$ cat src/rtl/core/assert_macros.svh
// assertion macros used by the top level of the echo delay line
// no dependencies; included by files that carry concurrent assertions
`ifndef ASSERT_MACROS_SVH
`define ASSERT_MACROS_SVH

// same-cycle implication, disabled while reset is high
`define ASSERT_IMPL(label, clk, rst, ante, cons, msg) \
   label: assert property (@(posedge clk) disable iff (rst) (ante) |-> (cons)) \
      else $error(msg);

// next-cycle implication, disabled while reset is high
`define ASSERT_NEXT(label, clk, rst, ante, cons, msg) \
   label: assert property (@(posedge clk) disable iff (rst) (ante) |=> (cons)) \
      else $error(msg);

`endif

$ cat src/rtl/core/fedl_pkg.sv
// shared constants and types of the feedback echo delay line
// no dependencies; imported by every module of the block
`default_nettype none

package fedl_pkg;

   localparam int STORE_SAMPLES = 65536;
   localparam int ADDR_W        = $clog2(STORE_SAMPLES);
   localparam int COUNT_W       = ADDR_W + 1;

   localparam int QUEUE_DEPTH   = 4;
   localparam int QPTR_W        = $clog2(QUEUE_DEPTH);

   localparam int SAMPLE_W      = 16;
   localparam int FRAMES_W      = 16;
   localparam int FB_W          = 8;
   localparam int CH_W          = 2;
   localparam int CSR_INDEX_W   = 2;
   localparam int CSR_DATA_W    = 16;

   localparam logic [FB_W-1:0]            FB_UNITY   = 8'd128;
   localparam logic signed [SAMPLE_W-1:0] SAMPLE_MAX = 16'sh7fff;
   localparam logic signed [SAMPLE_W-1:0] SAMPLE_MIN = 16'sh8000;

   typedef enum logic [CSR_INDEX_W-1:0] {
      CSR_DELAY_FRAMES    = 2'd0,
      CSR_FEEDBACK_FACTOR = 2'd1,
      CSR_CHANNEL_COUNT   = 2'd2
   } csr_index_type;

   // one classified sample on its way from the front to the back
   typedef struct packed {
      logic signed [SAMPLE_W-1:0] live;
      logic                       bypass;
      logic                       hit;
      logic [ADDR_W-1:0]          idx;
      logic [FB_W-1:0]            fb;
   } queue_entry_type;

endpackage

`default_nettype wire

$ cat src/rtl/core/fedl_queue.sv
// short register queue between the front and the back of the echo delay line
// depends on fedl_pkg for the entry type and depth
`default_nettype none

module fedl_queue (
   input  logic                      clock,
   input  logic                      reset,
   input  logic                      push,
   input  fedl_pkg::queue_entry_type push_entry,
   input  logic                      pop,
   output logic                      q_valid,
   output fedl_pkg::queue_entry_type q_entry,
   output logic                      q_full
);
   import fedl_pkg::*;

   queue_entry_type   entries_ff [QUEUE_DEPTH];
   logic [QPTR_W-1:0] wr_ptr_ff;
   logic [QPTR_W-1:0] rd_ptr_ff;
   logic [QPTR_W:0]   count_ff;

   function automatic logic [QPTR_W-1:0] next_ptr(input logic [QPTR_W-1:0] ptr);
      next_ptr = (ptr == QPTR_W'(QUEUE_DEPTH - 1)) ? '0 : ptr + QPTR_W'(1);
   endfunction

   assign q_valid = count_ff != '0;
   assign q_full  = count_ff == (QPTR_W + 1)'(QUEUE_DEPTH);
   assign q_entry = entries_ff[rd_ptr_ff];

   always_ff @(posedge clock) begin
      if (push) begin
         entries_ff[wr_ptr_ff] <= push_entry;
      end
   end

   always_ff @(posedge clock) begin
      if (reset) begin
         wr_ptr_ff <= '0;
         rd_ptr_ff <= '0;
         count_ff  <= '0;
      end else begin
         if (push) begin
            wr_ptr_ff <= next_ptr(wr_ptr_ff);
         end
         if (pop) begin
            rd_ptr_ff <= next_ptr(rd_ptr_ff);
         end
         case ({push, pop})
            2'b10:   count_ff <= count_ff + (QPTR_W + 1)'(1);
            2'b01:   count_ff <= count_ff - (QPTR_W + 1)'(1);
            default: count_ff <= count_ff;
         endcase
      end
   end

endmodule

`default_nettype wire

$ cat config.mk
export PLATFORM = sky130hd
export DESIGN_NAME = fedl_queue
export DESIGN_NICKNAME = d
export VERILOG_FILES = /design/src/rtl/core/assert_macros.svh /design/src/rtl/core/fedl_pkg.sv /design/src/rtl/core/fedl_queue.sv
export SDC_FILE = /design/constraint.sdc
export NUM_CORES = 1
export LEC_CHECK = 0
export ABC_AREA = 1
export ABC_CLOCK_PERIOD_IN_PS = 5250
export CAP_MARGIN = 10
export CORE_AREA = 5 5 129 131
export DETAILED_ROUTE_END_ITERATION = 8
export DIE_AREA = 0 0 134 136
export DONT_BUFFER_PORTS = 1
export PLACE_DENSITY_LB_ADDON = 0.15
export SLEW_MARGIN = 20
export SYNTH_ARGS = -nofsm -noshare
export SYNTH_HDL_FRONTEND = slang
export SYNTH_SLANG_ARGS = --single-unit
$ cat constraint.sdc
create_clock -name clock -period 5.25 [get_ports clock]
set_input_delay 1.575 -clock clock [delete_from_list [all_inputs] [get_ports clock]]
set_output_delay 1.575 -clock clock [all_outputs]
set_load 0.02 [all_outputs]
==> results.md <==
- Status: finished, final reports clean
- Initial Util: 0.4374
- Post-placement cell count: 640
- Final instance area: 7448 sq um
- Setup crit start kind: register
- Part of the Yosys area used for sequential elements: 0.7716
- Post-synthesis instance total: 467
- Fin. max-slew vios: 0
- Initial antenna violation count: 0
- Max Cap Violations: 0
- Total gr overflow: 0
- Proportion of layout cells with a drive suffix above 1: 0.1354
- Syn_nets: 520
- Slew @ Worst Pin: 1.054 ns
- Number of diodes: 0
- Latest clock arrival within the worst-skew pair: 0.42 ns
- Final min period: 4.022 ns
- Port-buffer cells: 0
- Number of global-route vias before repair: 3,789
- Final period util: 0.7661
- Achievable Freq: 0.2486 GHz
- Non-Filler Instances: 672
- Vias/cell: 5.409
- Critical path endpoint category: primary output
- Total clock sinks: 177
- Largest net degree at the start of global routing: 85
- Slew margin rel.: 0.2960
- GR Util All Layers: 0.1524
- Synthesized area: 6771 sq um
- Final #Nets: 520
- CTS Root Cell: clkbuf_16
- Number of setup buffers added after CTS: 0
- Storage cell area: 5228 sq um
- # IOs: 90
- RSZ-0062 raised after global routing: false
- # resized after CTS: 0
- Final Hold Fails: 0
- Clock buffer depth: 2
- Area after DPL: 6900 sq um
- Hold-fix buffers, CTS: 0
- Worst-path clk slew: 0.06 ns
- Final TNS setup: 0 ns
- Cell taking the most area after synthesis: edfxtp_1
- Final wirelength: 13.31 mm
- Crit path arrival time: 2.45 ns
- Via count: 3,635
- Area occupied by multi-input gates: 1323 sq um
- Setup CP Type: reg2out
- Pwr Density: 415.1 nW/um^2
- Area contributors post-synth: edfxtp_1, nor2_1, o21ai_0
- Most frequent cell after synthesis: edfxtp_1
- WHS: 0.4963 ns
- Cts bufs inserted: 17
- Number of fill cells: 1,300
- DR pass1 iterations: 7
- Ys flop type: edfxtp_1
- Fraction of registers with async set/reset: 0
- Yosys warns: 0
- First-pass GRT wire length: 20.84 mm
- Syn Area/Cell: 14.50 sq um
- Final setup violation count: 0
- Die W: 134 um
- Drt drc: 0
- Die height: 136 um
- Worst-path fanout max: 69
- P_leak: 2.443 nW
- Setup Skew: 0.006285 ns
- Area grow syn2layout: 9.996%
- Share of the synthesized area in the top cell type: 0.7450
- Antenna-violating nets left: 0
- Placeable Area: 15,480 sq um
- H-tree depth: 4
- Cell Rows: 46
- Top cells by count, synth: edfxtp_1, nor2_1, o21ai_0, o22ai_1, o21ai_1
- Routability-driven placement congestion ratio: 0.7168
- VDD IR max: 0.2308 mV
- Post-synth EDFFs: 168
- Starting DRT DRC Count: 269
- Drt wl/cell: 19.81 um
- CP required: 3.68 ns
- Yosys reg bits: 177
- CTS tree: done
- DP Wirelength: 7.485 mm
- Cell variety after synth: 22
- HP Class: reg2reg
- Die area: 18,220 sq um
logic make-up after synthesis:
group	synth area share
adders and majority gates	0.01404
AOI/OAI and AO/OA	0.1138
buffers and inverters	0.03307
and+or+nand+nor	0.06486
DFF	0.7716
xor gates and xnor gates	0.002587
sequential cells by signal (all words and copies together) (netlist names), named ones only:
| name | flops |
|---|---|
| entries_ff | 168 |
| wr_ptr_ff | 2 |
| count_ff | 3 |
| rd_ptr_ff | 2 |
report_power, final:
group	total, mW	switching (mW)	leakage, nW	internal [mW]
clock	1.16	0.514	0.249	0.651
sequential	1.64	0.0188	1.62	1.62
combinational	0.287	0.223	0.576	0.0636
total	3.09	0.756	2.44	2.34
path summary, 6_finish.rpt:
check                                 start                          end  slack [ns]  depth (start not counted)
hold reg to reg   rd_ptr_ff[0]$_SDFFE_PP0P_                     register        0.50                          2
setup / recovery                   register                  q_entry[23]        1.23                          4
setup reg to reg  wr_ptr_ff[0]$_SDFFE_PP0P_  entries_ff[2][17]$_DFFE_PP_        3.35                          5
hold / removal    rd_ptr_ff[0]$_SDFFE_PP0P_                     register        0.50                          2
layout by cell type (no fill, tap or decap), drive strengths merged:
master    netlist  final
a21oi           2      2
buf            13      7
bufinv          0      1
clkbuf         13     19
clkinv          0      6
clkinvlp        0      6
dfxtp           9      9
edfxtp        168    168
fa              1      1
ha              6      6
inv            15     15
nand2          11     11
nand4           1      1
nor2           95     95
nor3            2      2
o21ai          87     87
o22ai          42     42
xnor2           1      1
xor2            1      1
worst max-delay path, cell delays in order (launching register included):
cell      delay (ns)
dfxtp_2         0.33
clkinv_2        0.75
buf_4           0.53
o21ai_0         0.16
o22ai_1         0.19
routing by layer:
metal	wire length, um	track usage
met2	6719	0.2549
met3	983	0.06662
met5	0	0
met1	5425	0.1775
met4	183	0.04971
per-stage QoR:
stage	utilization	setup WS, ns	total power [mW]
6_report	0.4811	1.228	3.092
5_1_grt	0.4811	1.009	3.208
4_1_cts	0.4811	1.213	3.121
3_5_place_dp	0.4457	1.681	1.967
3_3_place_gp	0.4457	1.687	1.960
2_1_floorplan	-	2.405	1.903
cell type report:
cell class,count,share of cell area
well taps,192,0.03225
flip-flops and latches,177,0.7018
clock buffers,19,0.05812
multi-input cells,249,0.1776
repair buffers,7,0.007055
clock inverters,13,0.01545
inverters,15,0.007727
No activity file was read; power rests on OpenSTA's default activity.
