`config.mk`:
```
export PLATFORM = sky130hd
export DESIGN_NAME = fedl_front
export DESIGN_NICKNAME = d
export VERILOG_FILES = /design/src/rtl/core/assert_macros.svh /design/src/rtl/core/fedl_pkg.sv /design/src/rtl/core/fedl_front.sv
export SDC_FILE = /design/constraint.sdc
export NUM_CORES = 1
export LEC_CHECK = 0
export ABC_AREA = 1
export BUFFER_PORTS_ARGS = -buffer_cell sky130_fd_sc_hd__clkbuf_2
export CORE_MARGIN = 4
export CORE_UTILIZATION = 42
export DETAILED_ROUTE_END_ITERATION = 8
export GPL_TIMING_DRIVEN = 0
export PLACE_DENSITY = 0.64
export RECOVER_POWER = 50
export SLEW_MARGIN = 20
export SYNTH_ARGS = -nofsm -noshare
export SYNTH_HDL_FRONTEND = slang
export SYNTH_SLANG_ARGS = --single-unit
```
`constraint.sdc`:
```
create_clock -name clock -period 22.4 [get_ports clock]
set_clock_uncertainty 0.05 [all_clocks]
set_input_delay 3.36 -clock clock [delete_from_list [all_inputs] [get_ports clock]]
set_output_delay 3.36 -clock clock [all_outputs]
set_load 0.02 [all_outputs]
```
`src/rtl/core/assert_macros.svh`:
```
// assertion macros used by the top level of the echo delay line
// no dependencies; included by files that carry concurrent assertions
`ifndef ASSERT_MACROS_SVH
`define ASSERT_MACROS_SVH

// same-cycle implication, disabled while reset is high
`define ASSERT_IMPL(label, clk, rst, ante, cons, msg) \
   label: assert property (@(posedge clk) disable iff (rst) (ante) |-> (cons)) \
      else $error(msg);

// next-cycle implication, disabled while reset is high
`define ASSERT_NEXT(label, clk, rst, ante, cons, msg) \
   label: assert property (@(posedge clk) disable iff (rst) (ante) |=> (cons)) \
      else $error(msg);

`endif

```
`src/rtl/core/fedl_pkg.sv`:
```
// shared constants and types of the feedback echo delay line
// no dependencies; imported by every module of the block
`default_nettype none

package fedl_pkg;

   localparam int STORE_SAMPLES = 65536;
   localparam int ADDR_W        = $clog2(STORE_SAMPLES);
   localparam int COUNT_W       = ADDR_W + 1;

   localparam int QUEUE_DEPTH   = 4;
   localparam int QPTR_W        = $clog2(QUEUE_DEPTH);

   localparam int SAMPLE_W      = 16;
   localparam int FRAMES_W      = 16;
   localparam int FB_W          = 8;
   localparam int CH_W          = 2;
   localparam int CSR_INDEX_W   = 2;
   localparam int CSR_DATA_W    = 16;

   localparam logic [FB_W-1:0]            FB_UNITY   = 8'd128;
   localparam logic signed [SAMPLE_W-1:0] SAMPLE_MAX = 16'sh7fff;
   localparam logic signed [SAMPLE_W-1:0] SAMPLE_MIN = 16'sh8000;

   typedef enum logic [CSR_INDEX_W-1:0] {
      CSR_DELAY_FRAMES    = 2'd0,
      CSR_FEEDBACK_FACTOR = 2'd1,
      CSR_CHANNEL_COUNT   = 2'd2
   } csr_index_type;

   // one classified sample on its way from the front to the back
   typedef struct packed {
      logic signed [SAMPLE_W-1:0] live;
      logic                       bypass;
      logic                       hit;
      logic [ADDR_W-1:0]          idx;
      logic [FB_W-1:0]            fb;
   } queue_entry_type;

endpackage

`default_nettype wire

```
`src/rtl/core/fedl_front.sv`:
```
// front of the echo delay line: config registers, block classification, store pointer
// depends on fedl_pkg; feeds fedl_queue
`default_nettype none

module fedl_front (
   input  logic                                 clock,
   input  logic                                 reset,
   input  logic                                 req_valid,
   output logic                                 req_stall,
   input  logic signed [fedl_pkg::SAMPLE_W-1:0] req_sample_in,
   input  logic                                 req_block_start,
   input  logic [fedl_pkg::FRAMES_W-1:0]        req_block_frames,
   input  logic                                 csr_write_enable,
   input  logic [fedl_pkg::CSR_INDEX_W-1:0]     csr_index,
   input  logic [fedl_pkg::CSR_DATA_W-1:0]      csr_write_data,
   input  logic                                 queue_full,
   output logic                                 push,
   output fedl_pkg::queue_entry_type            push_entry
);
   import fedl_pkg::*;

   localparam int WIDE_W = (COUNT_W > FRAMES_W + 1) ? COUNT_W : FRAMES_W + 1;

   localparam logic [FRAMES_W-1:0] DELAY_RESET = 16'd32768;
   localparam logic [FB_W-1:0]     FB_RESET    = 8'd64;
   localparam logic [CH_W-1:0]     CH_RESET    = 2'd2;

   logic [FRAMES_W-1:0] delay_ff;
   logic [FB_W-1:0]     fb_ff;
   logic [CH_W-1:0]     ch_ff;
   logic                bypass_ff;
   logic                bypass_in;
   logic [ADDR_W-1:0]   ptr_ff;
   logic [ADDR_W-1:0]   ptr_in;
   logic [COUNT_W-1:0]  fill_ff;

   logic                accept;
   logic                clear_store;
   logic                stereo;
   logic [FRAMES_W-1:0] delay_eff;
   logic [FB_W-1:0]     fb_eff;
   logic [WIDE_W-1:0]   raw_len;
   logic [COUNT_W-1:0]  region;
   logic [ADDR_W-1:0]   pos;
   logic [WIDE_W:0]     pos_end;
   logic                overrun;
   logic [ADDR_W-1:0]   ptr_start;
   logic [ADDR_W-1:0]   idx;
   logic [COUNT_W-1:0]  idx_next;
   logic                hit;
   logic                grow;

   assign req_stall   = queue_full;
   assign accept      = req_valid & ~queue_full;
   assign push        = accept;
   assign clear_store = csr_write_enable &&
                        (csr_index_type'(csr_index) == CSR_DELAY_FRAMES);

   always_comb begin
      stereo    = ch_ff[1];
      delay_eff = (delay_ff == '0) ? FRAMES_W'(1) : delay_ff;
      fb_eff    = (fb_ff > FB_UNITY) ? FB_UNITY : fb_ff;
      raw_len   = WIDE_W'(delay_eff) << stereo;
      region    = (raw_len > WIDE_W'(STORE_SAMPLES)) ? COUNT_W'(STORE_SAMPLES)
                                                     : COUNT_W'(raw_len);
      pos       = ptr_ff >> stereo;
      pos_end   = (WIDE_W + 1)'(pos) + (WIDE_W + 1)'(req_block_frames);
      overrun   = pos_end > (WIDE_W + 1)'(delay_eff);

      // bypass is decided only on the first sample of a block
      if (req_block_start) begin
         bypass_in = (fb_eff == '0) || (req_block_frames > delay_eff);
      end else begin
         bypass_in = bypass_ff;
      end

      ptr_start = (req_block_start && !bypass_in && overrun) ? '0 : ptr_ff;
      idx       = ({1'b0, ptr_start} >= region) ? '0 : ptr_start;
      idx_next  = {1'b0, idx} + COUNT_W'(1);
      ptr_in    = (idx_next >= region) ? '0 : idx_next[ADDR_W-1:0];

      // entries at or above the fill count were never written and read as zero
      hit  = {1'b0, idx} < fill_ff;
      grow = {1'b0, idx} == fill_ff;

      push_entry.live   = req_sample_in;
      push_entry.bypass = bypass_in;
      push_entry.hit    = hit;
      push_entry.idx    = idx;
      push_entry.fb     = fb_eff;
   end

   always_ff @(posedge clock) begin
      if (reset) begin
         delay_ff  <= DELAY_RESET;
         fb_ff     <= FB_RESET;
         ch_ff     <= CH_RESET;
         bypass_ff <= 1'b0;
         ptr_ff    <= '0;
         fill_ff   <= '0;
      end else begin
         if (accept) begin
            bypass_ff <= bypass_in;
         end
         // a delay write empties the store and restarts the position
         if (clear_store) begin
            ptr_ff  <= '0;
            fill_ff <= '0;
         end else if (accept && !bypass_in) begin
            ptr_ff <= ptr_in;
            if (grow) begin
               fill_ff <= fill_ff + COUNT_W'(1);
            end
         end
         if (csr_write_enable) begin
            unique case (csr_index_type'(csr_index))
               CSR_DELAY_FRAMES: begin
                  delay_ff <= csr_write_data[FRAMES_W-1:0];
               end
               CSR_FEEDBACK_FACTOR: begin
                  fb_ff <= csr_write_data[FB_W-1:0];
               end
               CSR_CHANNEL_COUNT: begin
                  ch_ff <= csr_write_data[CH_W-1:0];
               end
               default: begin
               end
            endcase
         end
      end
   end

endmodule

`default_nettype wire

```
==> results by stage, run 1 <==
Global routing:
- The maximum number of pins on one net before global-route repair is 11.
- The number of global-route vias before repair is 6116.
- For this run the aggregate overflow at the end of global routing stands at 0.
- The first global-routing pass estimated 31.3 mm of wire.
- The layer flagged by global routing as most heavily used is met2.
- The met1 global-route usage is 32.3%.
- Global routing consumed, over all layers together, 21.7% of the routing resources.
- The met2 track utilization from global routing is 33.4%.
- The number of antenna violations at the first check in global routing is 0.
- For this run, global-route usage on met3 was measured as 2.91%.

Setup path:
- For this run, the slowest stage of the critical path takes 0.41 ns.
- The worst setup path is captured at an output port.
- The largest delay contributor family on the critical path is compound AO/OA/AOI/OAI gates.
- STA puts the critical path data required time at 18.99 ns.
- The slowest cell on the critical path is o21ai_0.
- The critical path data arrival time is 10.86 ns.
- Along the worst path, the maximum fanout reaches 10.
- Counting both buffers and inverters, the worst setup path holds a total of 9.
- The sort of element at the start of the critical path is an input port.
- The setup path with the least slack is of type input port to output port.
- The most repeated library cell on the critical path is nand2_1.

Timing:
- The final-report hold violation count came to 0.
- The final critical path takes up 63.7% of the cycle.
- The total setup violations reported at the end of the flow is 0.
- At the pin with the least slew margin, the transition time is 0.651 ns.
- The worst pin sits at a relative slew slack of 56.2%.
- The upper clock frequency limit is 70.1 MHz.
- The worst path in the final design needs a cycle of 14.27 ns, including I/O delays and setup.
- The max-slew violation total from the final report is 0.
- The final sum of negative setup slack is 0 ns.
- Setup repair after global routing left no endpoint under its margin.
- The post-route worst setup slack is 8.13 ns.

Floorplanning:
- The placeable core region is 15300 um2.
- Row generation in the floorplan step produced 45 rows.
- The die covers 17800 um2.
- The die width is 133 um.
- The initial core utilization is 43.2%.
- The die is 133 um tall.
- 100 I/O pins were placed.

Synth:
- The post-synthesis cell area is 6590 um2.
- In the synthesized netlist the dominant register cell turns out to be dfxtp_1.
- The number of cells produced by synthesis is 980.
- After Yosys synthesis, and, or, nand and nor cells account for 29.9% of the synthesized area.
- The synthesized netlist devotes 16.9% of its cell area to compound gates.
- In this run, synthesis inferred 0 flip-flops with an integrated enable.
- The post-synth net total is 1136.
- The fraction of the mapped netlist area in adder cells is 19.1%.
- In this run, distinct cell masters in the synthesized netlist total 54.
- The largest family of logic cells by synthesized area is simple AND/OR/NAND/NOR gates.
- The biggest area contributor in the post-synthesis netlist is ha_1.
- The multiplexer share of the synthesized area is 0%.
- After synthesis, the share of flip-flops with an asynchronous set or reset is 0%.
- The synthesized netlist devotes 3.95% of its cell area to XOR and XNOR gates.
- The synthesized design contains 59 register bits.
- A synthesized cell averages 6.72 um2.
- The area share of the largest cell type after synthesis is 18.8%.
- During synthesis, Yosys emitted a total of 0 warnings.
- By area the synthesized netlist is led by ha_1, dfxtp_1, nand2_1.
- The sequential fraction of the synthesis area is 17.9%.

CTS:
- The number of sinks driven by the clock tree is 59.
- In this run, post-CTS repair resized a total of 0 instances.
- The H-tree was split into 3 levels.
- The CTS tree is done.
- The clock tree root buffer cell is clkbuf_16.
- The clock buffer count from CTS is 9.
- The clock slew at the register clock pins of the worst setup and hold paths is 0.05 ns.
- The source-to-sink clock delay at the later pin of the worst-skew pair is 0.34 ns.
- Once the clock tree was built, the setup fixing pass inserted 0 buffers.
- The number of hold buffers added after CTS is 0.
- The deepest clock path buffer count is 2.

Power:
- The share of total power dissipated in the clock network is 41.4%.
- The maximum VDD drop is 0.0369 mV.
- The sequential share of power is 32.7%.
- The fraction of power spent switching nets is 31.7%.
- The switching power is 0.000107 W.
- The internal power summed over all cells is 0.000230 W.
- The ratio of total power to cell area is 44.8 nW/um2.
- The proportion of power drawn by combinational gates is 25.9%.
- Summed over all cells, the static leakage comes to 3.51 nW.

Placement:
- The post-detailed-placement half-perimeter wirelength is 16.1 mm.
- Port buffering added 83 buffers.
- Counting tap cells, the placed design contains a total of 1274 instances.
- At the placement stage, the worst setup path has a slack of 8.26 ns.
- The routability congestion estimate from global placement is 0.906.

Cells and area:
- The antenna cell count is 0.
- The area growth from synthesis to layout is 14.2%.
- The fraction of layout instances using a drive strength above 1 is 14.4%.
- After filler insertion, the fill cell instance count of the layout stands at 1635.
- The area taken by flip-flops and latches is 1180 um2.
- The net count of the finished layout is 1230.
- The multi-input combinational cells in the finished layout cover a total of 4600 um2.
- Excluding fillers, the count of instances in the completed layout stands at 1289.

Drt:
- After detailed routing, the total wire length is 19.3 mm.
- The DRC violations left is 0.
- The DRC violation total after the first TritonRoute iteration is 494.
- The via count is 6711.
- For this run, the detailed router's first-pass iteration total came to 5.
- Dividing the detail-routed wire length by the instance count gives 15.0 um.
- The detail-routed via count per cell is 5.21.
- The count of nets left with antenna violations once routing finished came out at 0.

Hold path:
- In this run the worst hold path is classified as flop to flop.

Run status:
- The flow ran to the end, and the final reports show no timing, DRC or antenna violations.

Job:
- The max-cap check violation count is 0.
==> power by group through the flow <==
stage                     Clock, W  Sequential, W  Combinational, W
after floorplan                  0       0.000111         0.0000619
after global placement           0       0.000112         0.0000857
after detailed placement         0       0.000112         0.0000864
after CTS                 0.000141       0.000110         0.0000871
after global routing      0.000146       0.000110         0.0000975
final                     0.000140       0.000110         0.0000871
==> through the flow <==
step,util [%],area [um2],hold WS (ns),power (W)
3_3_place_gp,47.6,7270,0.427,0.000198
6_report,49.3,7520,0.437,0.000337
4_1_cts,49.6,7560,0.432,0.000339
2_1_floorplan,-,6590,0.394,0.000173
3_5_place_dp,47.6,7270,0.424,0.000199
5_1_grt,49.3,7520,0.450,0.000354
==> synth_stat cells (all sizes together), types with 2 or more instances <==
cell / instances
a211oi: 5
xor2: 18
clkbuf: 19
dfxtp: 59
nand2: 198
nor4: 14
o211ai: 4
nand3: 49
a31oi: 3
a21oi: 103
nor2: 82
o21a: 2
nor3: 14
o21bai: 3
buf: 25
xnor2: 10
inv: 142
o21ai: 76
nand4: 36
a21o: 2
and2: 6
ha: 99
==> worst paths after layout <==
path,startpoint,to,slack [ns],cells past startpoint
max,req_block_frames[2],push_entry[24],8.13,45
min reg2reg,fb_ff[3]$_SDFFE_PP0P_,fb_ff[3]$_SDFFE_PP0P_,0.44,2
max reg2reg,ch_ff[1]$_SDFFE_PP1P_,ptr_ff[10]$_SDFFE_PP0P_,11.62,53
min,fb_ff[3]$_SDFFE_PP0P_,fb_ff[3]$_SDFFE_PP0P_,0.44,2
==> layer usage <==
layer | part of all wire, % | up-vias
li1 | - | 3464
met1 | 52 | 3054
met2 | 42 | 175
met3 | 4.9 | 18
met4 | 1.0 | 0
met5 | 0 | -
==> kinds of logic (layout without fill, tap and decap cells) <==
| logic type | Yosys count | count (layout) |
|---|---|---|
| AOI/OAI and AO/OA | 203 | 203 |
| DFF | 59 | 59 |
| adders and majority gates | 100 | 100 |
| and+or+nand+nor | 403 | 403 |
| xor gates and xnor gates | 28 | 28 |
| buffers and inverters | 187 | 285 |
==> cell usage in the layout, fill, tap and decap left out, types with 9 or more instances in the layout <==
cell type	netlist	final
nand2_1	183	183
inv_1	135	135
ha_1	99	99
a21oi_1	96	96
o21ai_0	73	73
nor2_1	70	70
dfxtp_1	59	59
clkbuf_2	1	56
clkbuf_1	18	48
nand3_1	38	38
nand4_1	34	34
buf_4	20	20
xor2_1	16	16
nor4_1	13	14
nor3_1	13	13
nand2_2	12	12
xnor2_1	10	10
clkbuf_16	0	9
==> flip-flops by register name, summed over array words and instances (netlist names) <==
register and cells:
bypass_ff 1, ch_ff 1, delay_ff 16, fb_ff 8
fill_ff 17, ptr_ff 16
==> area by class of cell <==
cell class / count / share of cell area [%]
multi-input cells: 734 / 61.1
flip-flops and latches: 59 / 15.7
inverters: 143 / 7.14
repair buffers: 83 / 5.07
plain buffers: 44 / 3.54
well taps: 211 / 3.51
clock buffers: 13 / 3.46
clock inverters: 2 / 0.466
==> worst reg2reg max path, delay by kind of cell, from the launching register on <==
kind            cells  cell delay, ns
xor+xnor            2            0.31
flops               1            0.36
fa+ha+maj           5            1.58
simple gates       19            3.12
buf+inv            10            2.36
compound gates     17            2.94
(Power assumes the default switching activity.)
==> run 2, diff against run 1 <==
--- a/config.mk
+++ b/config.mk
@@ -11,7 +11,7 @@
 export CORE_UTILIZATION = 42
 export DETAILED_ROUTE_END_ITERATION = 8
 export GPL_TIMING_DRIVEN = 0
-export PLACE_DENSITY = 0.64
+export PLACE_DENSITY = 0.66
 export RECOVER_POWER = 50
 export SLEW_MARGIN = 20
 export SYNTH_ARGS = -nofsm -noshare
==> constraint.sdc (replaced) <==
create_clock -name clock -period 11.8 [get_ports clock]
set_clock_uncertainty 0.05 [all_clocks]
set_input_delay 1.77 -clock clock [delete_from_list [all_inputs] [get_ports clock]]
set_output_delay 1.77 -clock clock [all_outputs]
set_load 0.02 [all_outputs]
==> run 2 against run 1 <==
Against the previous run:
- non-clock buffer count is the same
- sequential power grew 90%
- setup slack lost 7.4 ns
- final cell count is essentially flat
- highest routed layer unchanged
- critical path depth grew 5
- hold slack lost 0.0067 ns
- sequential cell count is the same
==> results by stage, run 2 (same netlist as run 1, synthesis figures left out) <==
CTS:
- The source-to-sink clock delay at the later pin of the worst-skew pair is 0.34 ns (about the same).
- The clock slew at the register clock pins of the worst setup and hold paths came to 0.05 ns (about the same).
- The clock tree root buffer cell is clkbuf_16 (unchanged).
- The deepest clock path buffer count is 2 (unchanged).
- The CTS tree was done (unchanged).
- The clock buffer count from CTS is 9 (unchanged).
- The number of sinks driven by the clock tree is 59 (unchanged).
- The number of H-tree levels is 3 (unchanged).
- The buffer count from post-CTS setup fixing is 0 (unchanged).

Floorplanning:
- The placeable core region is 15300 um2 (unchanged).
- The overall die area came to 17800 um2 (unchanged).
- The number of standard-cell rows in the floorplan is 45 (unchanged).
- The initial core utilization is 43.2% (unchanged).
- The I/O pin count is 100 (unchanged).
- The floorplan die height is 133 um (unchanged).
- The die width is 133 um (unchanged).

Power:
- The overall power was 0.000668 W (was 0.000337 W).
- The switching power was 0.000209 W (was 0.000107 W).
- The ratio of total power to cell area is 88.4 nW/um2 (was 44.8 nW/um2).
- The maximum VDD drop is 0.0661 mV (was 0.0369 mV).
- The proportion of power drawn by combinational gates is 24.8% (was 25.9%).
- The sequential share of power is 31.3% (was 32.7%).
- The share of power burned in the clock network is 43.9% (was 41.4%).
- The internal power summed over all cells is 0.000459 W (was 0.000230 W).
- The leakage power of the design is 3.52 nW (was 3.51 nW).
- The fraction of power spent switching nets was 31.2% (was 31.7%).

Global routing:
- The first-pass GRT wire length is 31.0 mm (was 31.3 mm).
- The number of global-route vias before repair is 6145 (was 6116).
- The global-route usage over all layers is 21.6% (was 21.7%).
- The maximum number of pins on one net before global-route repair is 11 (unchanged).
- The number of antenna violations at the first check in global routing was 0 (unchanged).
- The total congestion overflow is 0 (unchanged).

Drt:
- The detailed-route wire length per cell was 15.0 um (about the same).
- The DRC violation total after the first TritonRoute iteration is 613 (was 494).
- The detailed-route wire length is 19.3 mm (about the same).
- The number of detailed-routing iterations run before antenna repair is 5 (unchanged).
- The DRC violations left is 0 (unchanged).
- The detail-routed via count per cell was 5.24 (was 5.21).
- The via count is 6766 (was 6711).
- The number of nets still failing antenna checks after routing is 0 (unchanged).

Timing:
- The max-slew violation total from the final report was 0 (unchanged).
- The total setup violations reported at the end of the flow was 0 (unchanged).
- The final critical path takes up 94.0% of the cycle.
- The upper clock frequency limit is 90.2 MHz.
- The clock period minus worst slack is 11.09 ns.
- The relative slew slack is 54.9% (was 56.2%).
- The worst hold slack across all endpoints is 0.430 ns (was 0.437 ns).
- The final-report hold violation count is 0 (unchanged).
- The final sum of negative setup slack is 0 ns (unchanged).
- Setup repair after global routing missed its margin: no (unchanged).
- The actual slew at the worst max-slew pin came to 0.671 ns (was 0.651 ns).

Setup path:
- The total buffers and inverters traversed by the critical path is 13 (was 9).
- The critical path data arrival time came to 9.27 ns (was 10.86 ns).
- The most repeated library cell on the critical path is nand2_1 (unchanged).
- The required time at the endpoint of the critical path is 9.98 ns (was 18.99 ns).
- The type of element capturing the critical path is an output port (unchanged).
- The largest delay contributor family on the critical path was compound AO/OA/AOI/OAI gates (unchanged).
- The highest cell delay on the worst timing path is 0.42 ns (was 0.41 ns).
- The register-to-register setup slack is 1.28 ns (was 11.62 ns).
- The maximum net fanout on the critical path is 10 (unchanged).
- The sort of element at the start of the critical path is a flop (was input port).
- The type of the setup path with the least slack is flop to output port (was input port to output port).
- The slowest cell on the critical path is clkbuf_1 (was o21ai_0).

Job:
- The max-cap check violation count is 0 (unchanged).

Cells and area:
- Largest registers: fill_ff (17), delay_ff (16), ptr_ff (16) (unchanged).
- The finished layout cell area came to 7560 um2 (was 7520 um2).
- The fraction of layout instances using a drive strength above 1 is 14.7% (was 14.4%).
- The register with the highest flop count is fill_ff (unchanged).
- The area growth from synthesis to layout is 14.7% (was 14.2%).
- The flip-flop count of the largest register, all copies and words added came to 17 (unchanged).
- Most frequent cells in the layout: nand2_1, inv_1, ha_1, a21oi_1, o21ai_0 (unchanged).
- The most common cell after layout, fill and taps aside is nand2_1 (unchanged).
- The antenna cell count is 0 (unchanged).
- The final net count came to 1230 (unchanged).

Placement:
- The post-detailed-placement half-perimeter wirelength came to 16.0 mm (was 16.1 mm).
- The placed standard-cell area was 7270 um2 (unchanged).
- The routability congestion estimate from global placement was 0.931 (was 0.906).
- The number of buffer cells added on primary ports is 83 (unchanged).

Hold path:
- The path class of the lowest-slack min-delay path is flop to flop (unchanged).

Run status:
- Status: complete, no violations (unchanged).
## run 2: changes by cell type in the layout (fill, tap and decap cells not counted)
cell	delta
o21ai_1	+1
clkbuf_2	+2
o21ai_0	-1
bufinv_16	+1
clkbuf_1	-4
clkinvlp_4	+1
buf_1	+1
## run 2: worst register-to-register path: cells and delay by family, from the launching register on
kind / cells / cell delay, ns
buffers and inverters: 11 / 2.59
AO/OA/AOI/OAI: 18 / 3.00
AND/OR/NAND/NOR: 19 / 2.62
flip-flops: 1 / 0.35
XOR/XNOR: 2 / 0.31
adder cells (fa/ha/maj): 5 / 1.50
## run 2: worst paths after layout
| kind | from | end | cells past startpoint |
|---|---|---|---|
| setup reg to reg | ch_ff[1]$_SDFFE_PP1P_ | ptr_ff[10]$_SDFFE_PP0P_ | 55 |
| hold reg to reg | ptr_ff[0]$_SDFFE_PP0P_ | ptr_ff[0]$_SDFFE_PP0P_ | 2 |
| hold / removal | ptr_ff[0]$_SDFFE_PP0P_ | ptr_ff[0]$_SDFFE_PP0P_ | 2 |
| setup / recovery | ch_ff[1]$_SDFFE_PP1P_ | push_entry[24] | 50 |
## run 2: power groups by stage
stage,Sequential [W],Combinational (W),Clock (W)
after global placement,0.000213,0.000162,0
after floorplan,0.000212,0.000118,0
after detailed placement,0.000213,0.000164,0
after CTS,0.000209,0.000165,0.000298
after global routing,0.000209,0.000185,0.000305
final,0.000209,0.000166,0.000293
## run 2: layout make-up
cell class                      count  area [um2]
Clock inverter                      4        72.6
Clock buffer                       12         256
Sequential cell                    59        1180
Tap cell                          211         264
Buffer                             44         269
Inverter                          143         537
Timing Repair Buffer               83         382
Multi-Input combinational cell    734        4600
Fill cell                        1593        7700
## run 2: per-stage QoR
stage               util, %  setup slack (ns)  cells
detailed placement     47.6             0.824   1274
global route           49.5            0.0271   1290
global placement       47.6             0.838   1274
finish                 49.5             0.712   1290
CTS                    49.8             0.538   1290
floorplan                 -              2.17    980
## run 2: metal layers
layer | GRT usage (%) | vias to the layer above | wire length, um
met5 | 0 | - | 0
met4 | 5.14 | 0 | 261
met3 | 3.93 | 26 | 1340
met2 | 32.6 | 241 | 8210
met1 | 31.9 | 3026 | 9530
li1 | - | 3473 | -
## run 2: what timing repair did
item,4_1_cts,5_1_grt
resized for setup,0,6
hold buffers,0,0
endpoints found under the setup margin,0,1
==> run 3, diff against run 2 <==
==> constraint.sdc (replaced) <==
create_clock -name clock -period 11.8 [get_ports clock]
set_clock_uncertainty 0.05 [all_clocks]
set_input_delay 1.18 -clock clock [delete_from_list [all_inputs] [get_ports clock]]
set_output_delay 1.18 -clock clock [all_outputs]
set_load 0.02 [all_outputs]
==> run 3 against run 2 <==
Against the previous run:
- sequential cell count is the same
- first-iteration DRC count decreased by 0.33%
- setup slack improved by 0.24 ns
- utilization is essentially flat
- sequential power hardly changed
- final cell count unchanged
- critical path type is now flop to flop
==> results by stage, run 3 (same netlist as run 1, synthesis figures left out) <==
Floorplanning:
- The I/O pin count is 100 (unchanged).
- The initial core utilization is 43.2% (unchanged).
- The overall die area is 17800 um2 (unchanged).
- The die width is 133 um (unchanged).
- The number of standard-cell rows in the floorplan came to 45 (unchanged).
- The placeable core region came to 15300 um2 (unchanged).
- The floorplan die height is 133 um (unchanged).

CTS:
- The clock tree root buffer cell is clkbuf_16 (unchanged).
- The number of H-tree levels is 3 (unchanged).
- The number of hold buffers added after CTS is 0 (unchanged).
- The number of gates given a new drive strength after cts is 0 (unchanged).
- The CTS tree was done (unchanged).
- The source-to-sink clock delay at the later pin of the worst-skew pair is 0.34 ns (about the same).
- The clock slew at the register clock pins of the worst setup and hold paths is 0.05 ns (about the same).
- The clock buffer count from CTS is 9 (unchanged).
- The number of sinks driven by the clock tree was 59 (unchanged).
- The deepest clock path buffer count is 2 (unchanged).
- The buffer count from post-CTS setup fixing is 0 (unchanged).

Setup path:
- The type of element capturing the critical path is a flop (was output port).
- The most repeated library cell on the critical path is nand2_1 (unchanged).
- The first element of the critical path is ch_ff[1]$_SDFFE_PP1P_ (unchanged).
- The worst flop-to-flop path startpoint is ch_ff[1]$_SDFFE_PP1P_ (unchanged).
- The capture point of the worst reg-to-reg path is ptr_ff[10]$_SDFFE_PP0P_ (unchanged).
- The sort of element at the start of the critical path is a flop (unchanged).
- The critical path data arrival time is 11.07 ns (was 9.27 ns).
- The highest cell delay on the worst timing path is 0.40 ns (was 0.42 ns).
- The required time at the endpoint of the critical path is 12.02 ns (was 9.98 ns).
- The slowest cell on the critical path is ha_1 (was clkbuf_1).
- The count of cells along the worst register-to-register path is 54 (was 55).
- The register-to-register setup slack is 0.95 ns (was 1.28 ns).
- The maximum net fanout on the critical path is 10 (unchanged).
- The worst setup path endpoint was ptr_ff[10]$_SDFFE_PP0P_ (was push_entry[24]).
- The type of the setup path with the least slack is flop to flop (was flop to output port).

Drt:
- The DRC violations left is 0 (unchanged).
- The number of detailed-routing iterations run before antenna repair is 5 (unchanged).
- The detailed-route wire length is 19.3 mm (about the same).
- The detail-routed via count per cell is 5.24 (about the same).
- The detailed-route wire length per cell is 15.0 um (about the same).
- The DRC violation total after the first TritonRoute iteration is 611 (was 613).
- The number of nets still failing antenna checks after routing is 0 (unchanged).
- The via count was 6764 (was 6766).

Timing:
- The total setup violations reported at the end of the flow came to 0 (unchanged).
- The final sum of negative setup slack is 0 ns (unchanged).
- The part of the cycle the worst path needs was 91.9% (was 94.0%).
- The max-slew violation total from the final report is 0 (unchanged).
- The upper clock frequency limit was 92.2 MHz (was 90.2 MHz).
- Setup repair after global routing missed its margin: no (unchanged).
- The clock period minus worst slack is 10.85 ns (was 11.09 ns).
- The actual slew at the worst max-slew pin is 0.647 ns (was 0.671 ns).
- The final-report hold violation count is 0 (unchanged).
- The relative slew slack is 56.6% (was 54.9%).

Cells and area:
- The finished layout cell area is 7560 um2 (about the same).
- The register with the highest flop count is fill_ff (unchanged).
- The area taken by flip-flops and latches is 1180 um2 (unchanged).
- The fraction of layout instances using a drive strength above 1 is 14.6% (was 14.7%).
- The final net count is 1230 (unchanged).
- The antenna cell count was 0 (unchanged).
- The most common cell after layout, fill and taps aside is nand2_1 (unchanged).
- The number of inserted filler cells in the final layout is 1589 (was 1593).
- The area growth from synthesis to layout is 14.8% (was 14.7%).
- Most frequent cells in the layout: nand2_1, inv_1, ha_1, a21oi_1, o21ai_0 (unchanged).
- The flip-flop count of the largest register, all copies and words added was 17 (unchanged).
- The area of the multi-input gates is 4600 um2 (about the same).
- The end-of-flow core utilization is 49.5% (about the same).
- Largest registers: fill_ff (17), delay_ff (16), ptr_ff (16) (unchanged).

Power:
- The proportion of power drawn by combinational gates is 24.8% (about the same).
- The internal power summed over all cells is 0.000459 W (about the same).
- The sequential share of power is 31.3% (about the same).
- The leakage power of the design is 3.52 nW (about the same).
- The ratio of total power to cell area is 88.3 nW/um2 (was 88.4 nW/um2).
- The maximum VDD drop is 0.0662 mV (was 0.0661 mV).
- The fraction of power spent switching nets was 31.3% (was 31.2%).
- The share of power burned in the clock network came to 43.9% (about the same).
- The switching power came to 0.000209 W (about the same).

Global routing:
- The number of global-route vias before repair is 6145 (unchanged).
- The maximum number of pins on one net before global-route repair is 11 (unchanged).
- The number of antenna violations at the first check in global routing is 0 (unchanged).
- The met2 track utilization from global routing is 32.6% (unchanged).
- The layer with the highest usage after global routing was met2 (unchanged).
- The global-route usage over all layers was 21.6% (unchanged).
- The first-pass GRT wire length came to 31.0 mm (unchanged).
- The met1 global-route usage came to 31.9% (unchanged).
- The total congestion overflow came to 0 (unchanged).
- The met3 layer usage reported by global route is 3.93% (unchanged).

Placement:
- The placed standard-cell area is 7270 um2 (unchanged).
- The routability congestion estimate from global placement is 0.931 (unchanged).
- The number of buffer cells added on primary ports is 83 (unchanged).
- The post-detailed-placement half-perimeter wirelength is 16.0 mm (unchanged).

Run status:
- Status: complete, no violations (unchanged).

Hold path:
- The path class of the lowest-slack min-delay path is flop to flop (unchanged).

Job:
- The max-cap check violation count came to 0 (unchanged).
-- run 3: changes by cell type in the layout (fill, tap and decap cells not counted) --
| cell | previous run | this run |
|---|---|---|
| nor4_1 | 14 | 13 |
| clkbuf_2 | 58 | 55 |
| clkbuf_1 | 44 | 48 |
| o21ai_0 | 72 | 73 |
| nor4_2 | 0 | 1 |
| o21ai_1 | 3 | 2 |
| buf_1 | 2 | 1 |
-- run 3: stage by stage --
stage | setup slack (ns) | hold WS [ns] | power (W) | cells
floorplan | 3.10 | 0.394 | 0.000329 | 980
global placement | 1.24 | 0.419 | 0.000375 | 1274
detailed placement | 1.21 | 0.420 | 0.000377 | 1274
CTS | 1.13 | 0.429 | 0.000672 | 1290
global route | 0.172 | 0.449 | 0.000699 | 1290
finish | 0.952 | 0.430 | 0.000668 | 1290
-- run 3: metal layers --
metal  up-vias  wire [um]
met5         -          0
met4         0        245
met3        24       1390
met2       242       8250
met1      3025       9460
li1       3473          -
-- run 3: layout make-up --
cell class | instances | area share (%)
buffer | 44 | 3.53
clock buffer | 12 | 3.39
clock inverter | 4 | 0.960
inverter | 143 | 7.10
multi-input combinational | 734 | 60.9
sequential | 59 | 15.6
tap | 211 | 3.49
timing repair buffer | 83 | 5.03
-- run 3: critical path: cells and delay by family (launching register included) --
family	cells	cell delay (ns)
and+or+nand+nor	18	2.50
DFF	1	0.35
buffers and inverters	11	2.65
AOI/OAI and AO/OA	18	3.22
xor gates and xnor gates	2	0.31
adders and majority gates	5	1.65
-- run 3: how the worst min path moves through the flow --
stage	startpoint	slack, ns	to	cells past startpoint
final	ptr_ff[0]$_SDFFE_PP0P_	0.43	ptr_ff[0]$_SDFFE_PP0P_	2
after global routing	fill_ff[10]$_SDFFE_PP0P_	0.45	fill_ff[10]$_SDFFE_PP0P_	2
after CTS	fb_ff[3]$_SDFFE_PP0P_	0.43	fb_ff[3]$_SDFFE_PP0P_	2
after detailed placement	fb_ff[2]$_SDFFE_PP0P_	0.42	fb_ff[2]$_SDFFE_PP0P_	2
after global placement	fb_ff[3]$_SDFFE_PP0P_	0.42	fb_ff[3]$_SDFFE_PP0P_	2
after floorplan	fb_ff[3]$_SDFFE_PP0P_	0.39	fb_ff[3]$_SDFFE_PP0P_	2
-- run 3: power groups by stage --
stage | sequential, W | combinational [W] | clock, W
after floorplan | 0.000212 | 0.000118 | 0
after detailed placement | 0.000213 | 0.000164 | 0
after global routing | 0.000209 | 0.000185 | 0.000305
after global placement | 0.000213 | 0.000162 | 0
final | 0.000209 | 0.000166 | 0.000293
after CTS | 0.000209 | 0.000165 | 0.000298
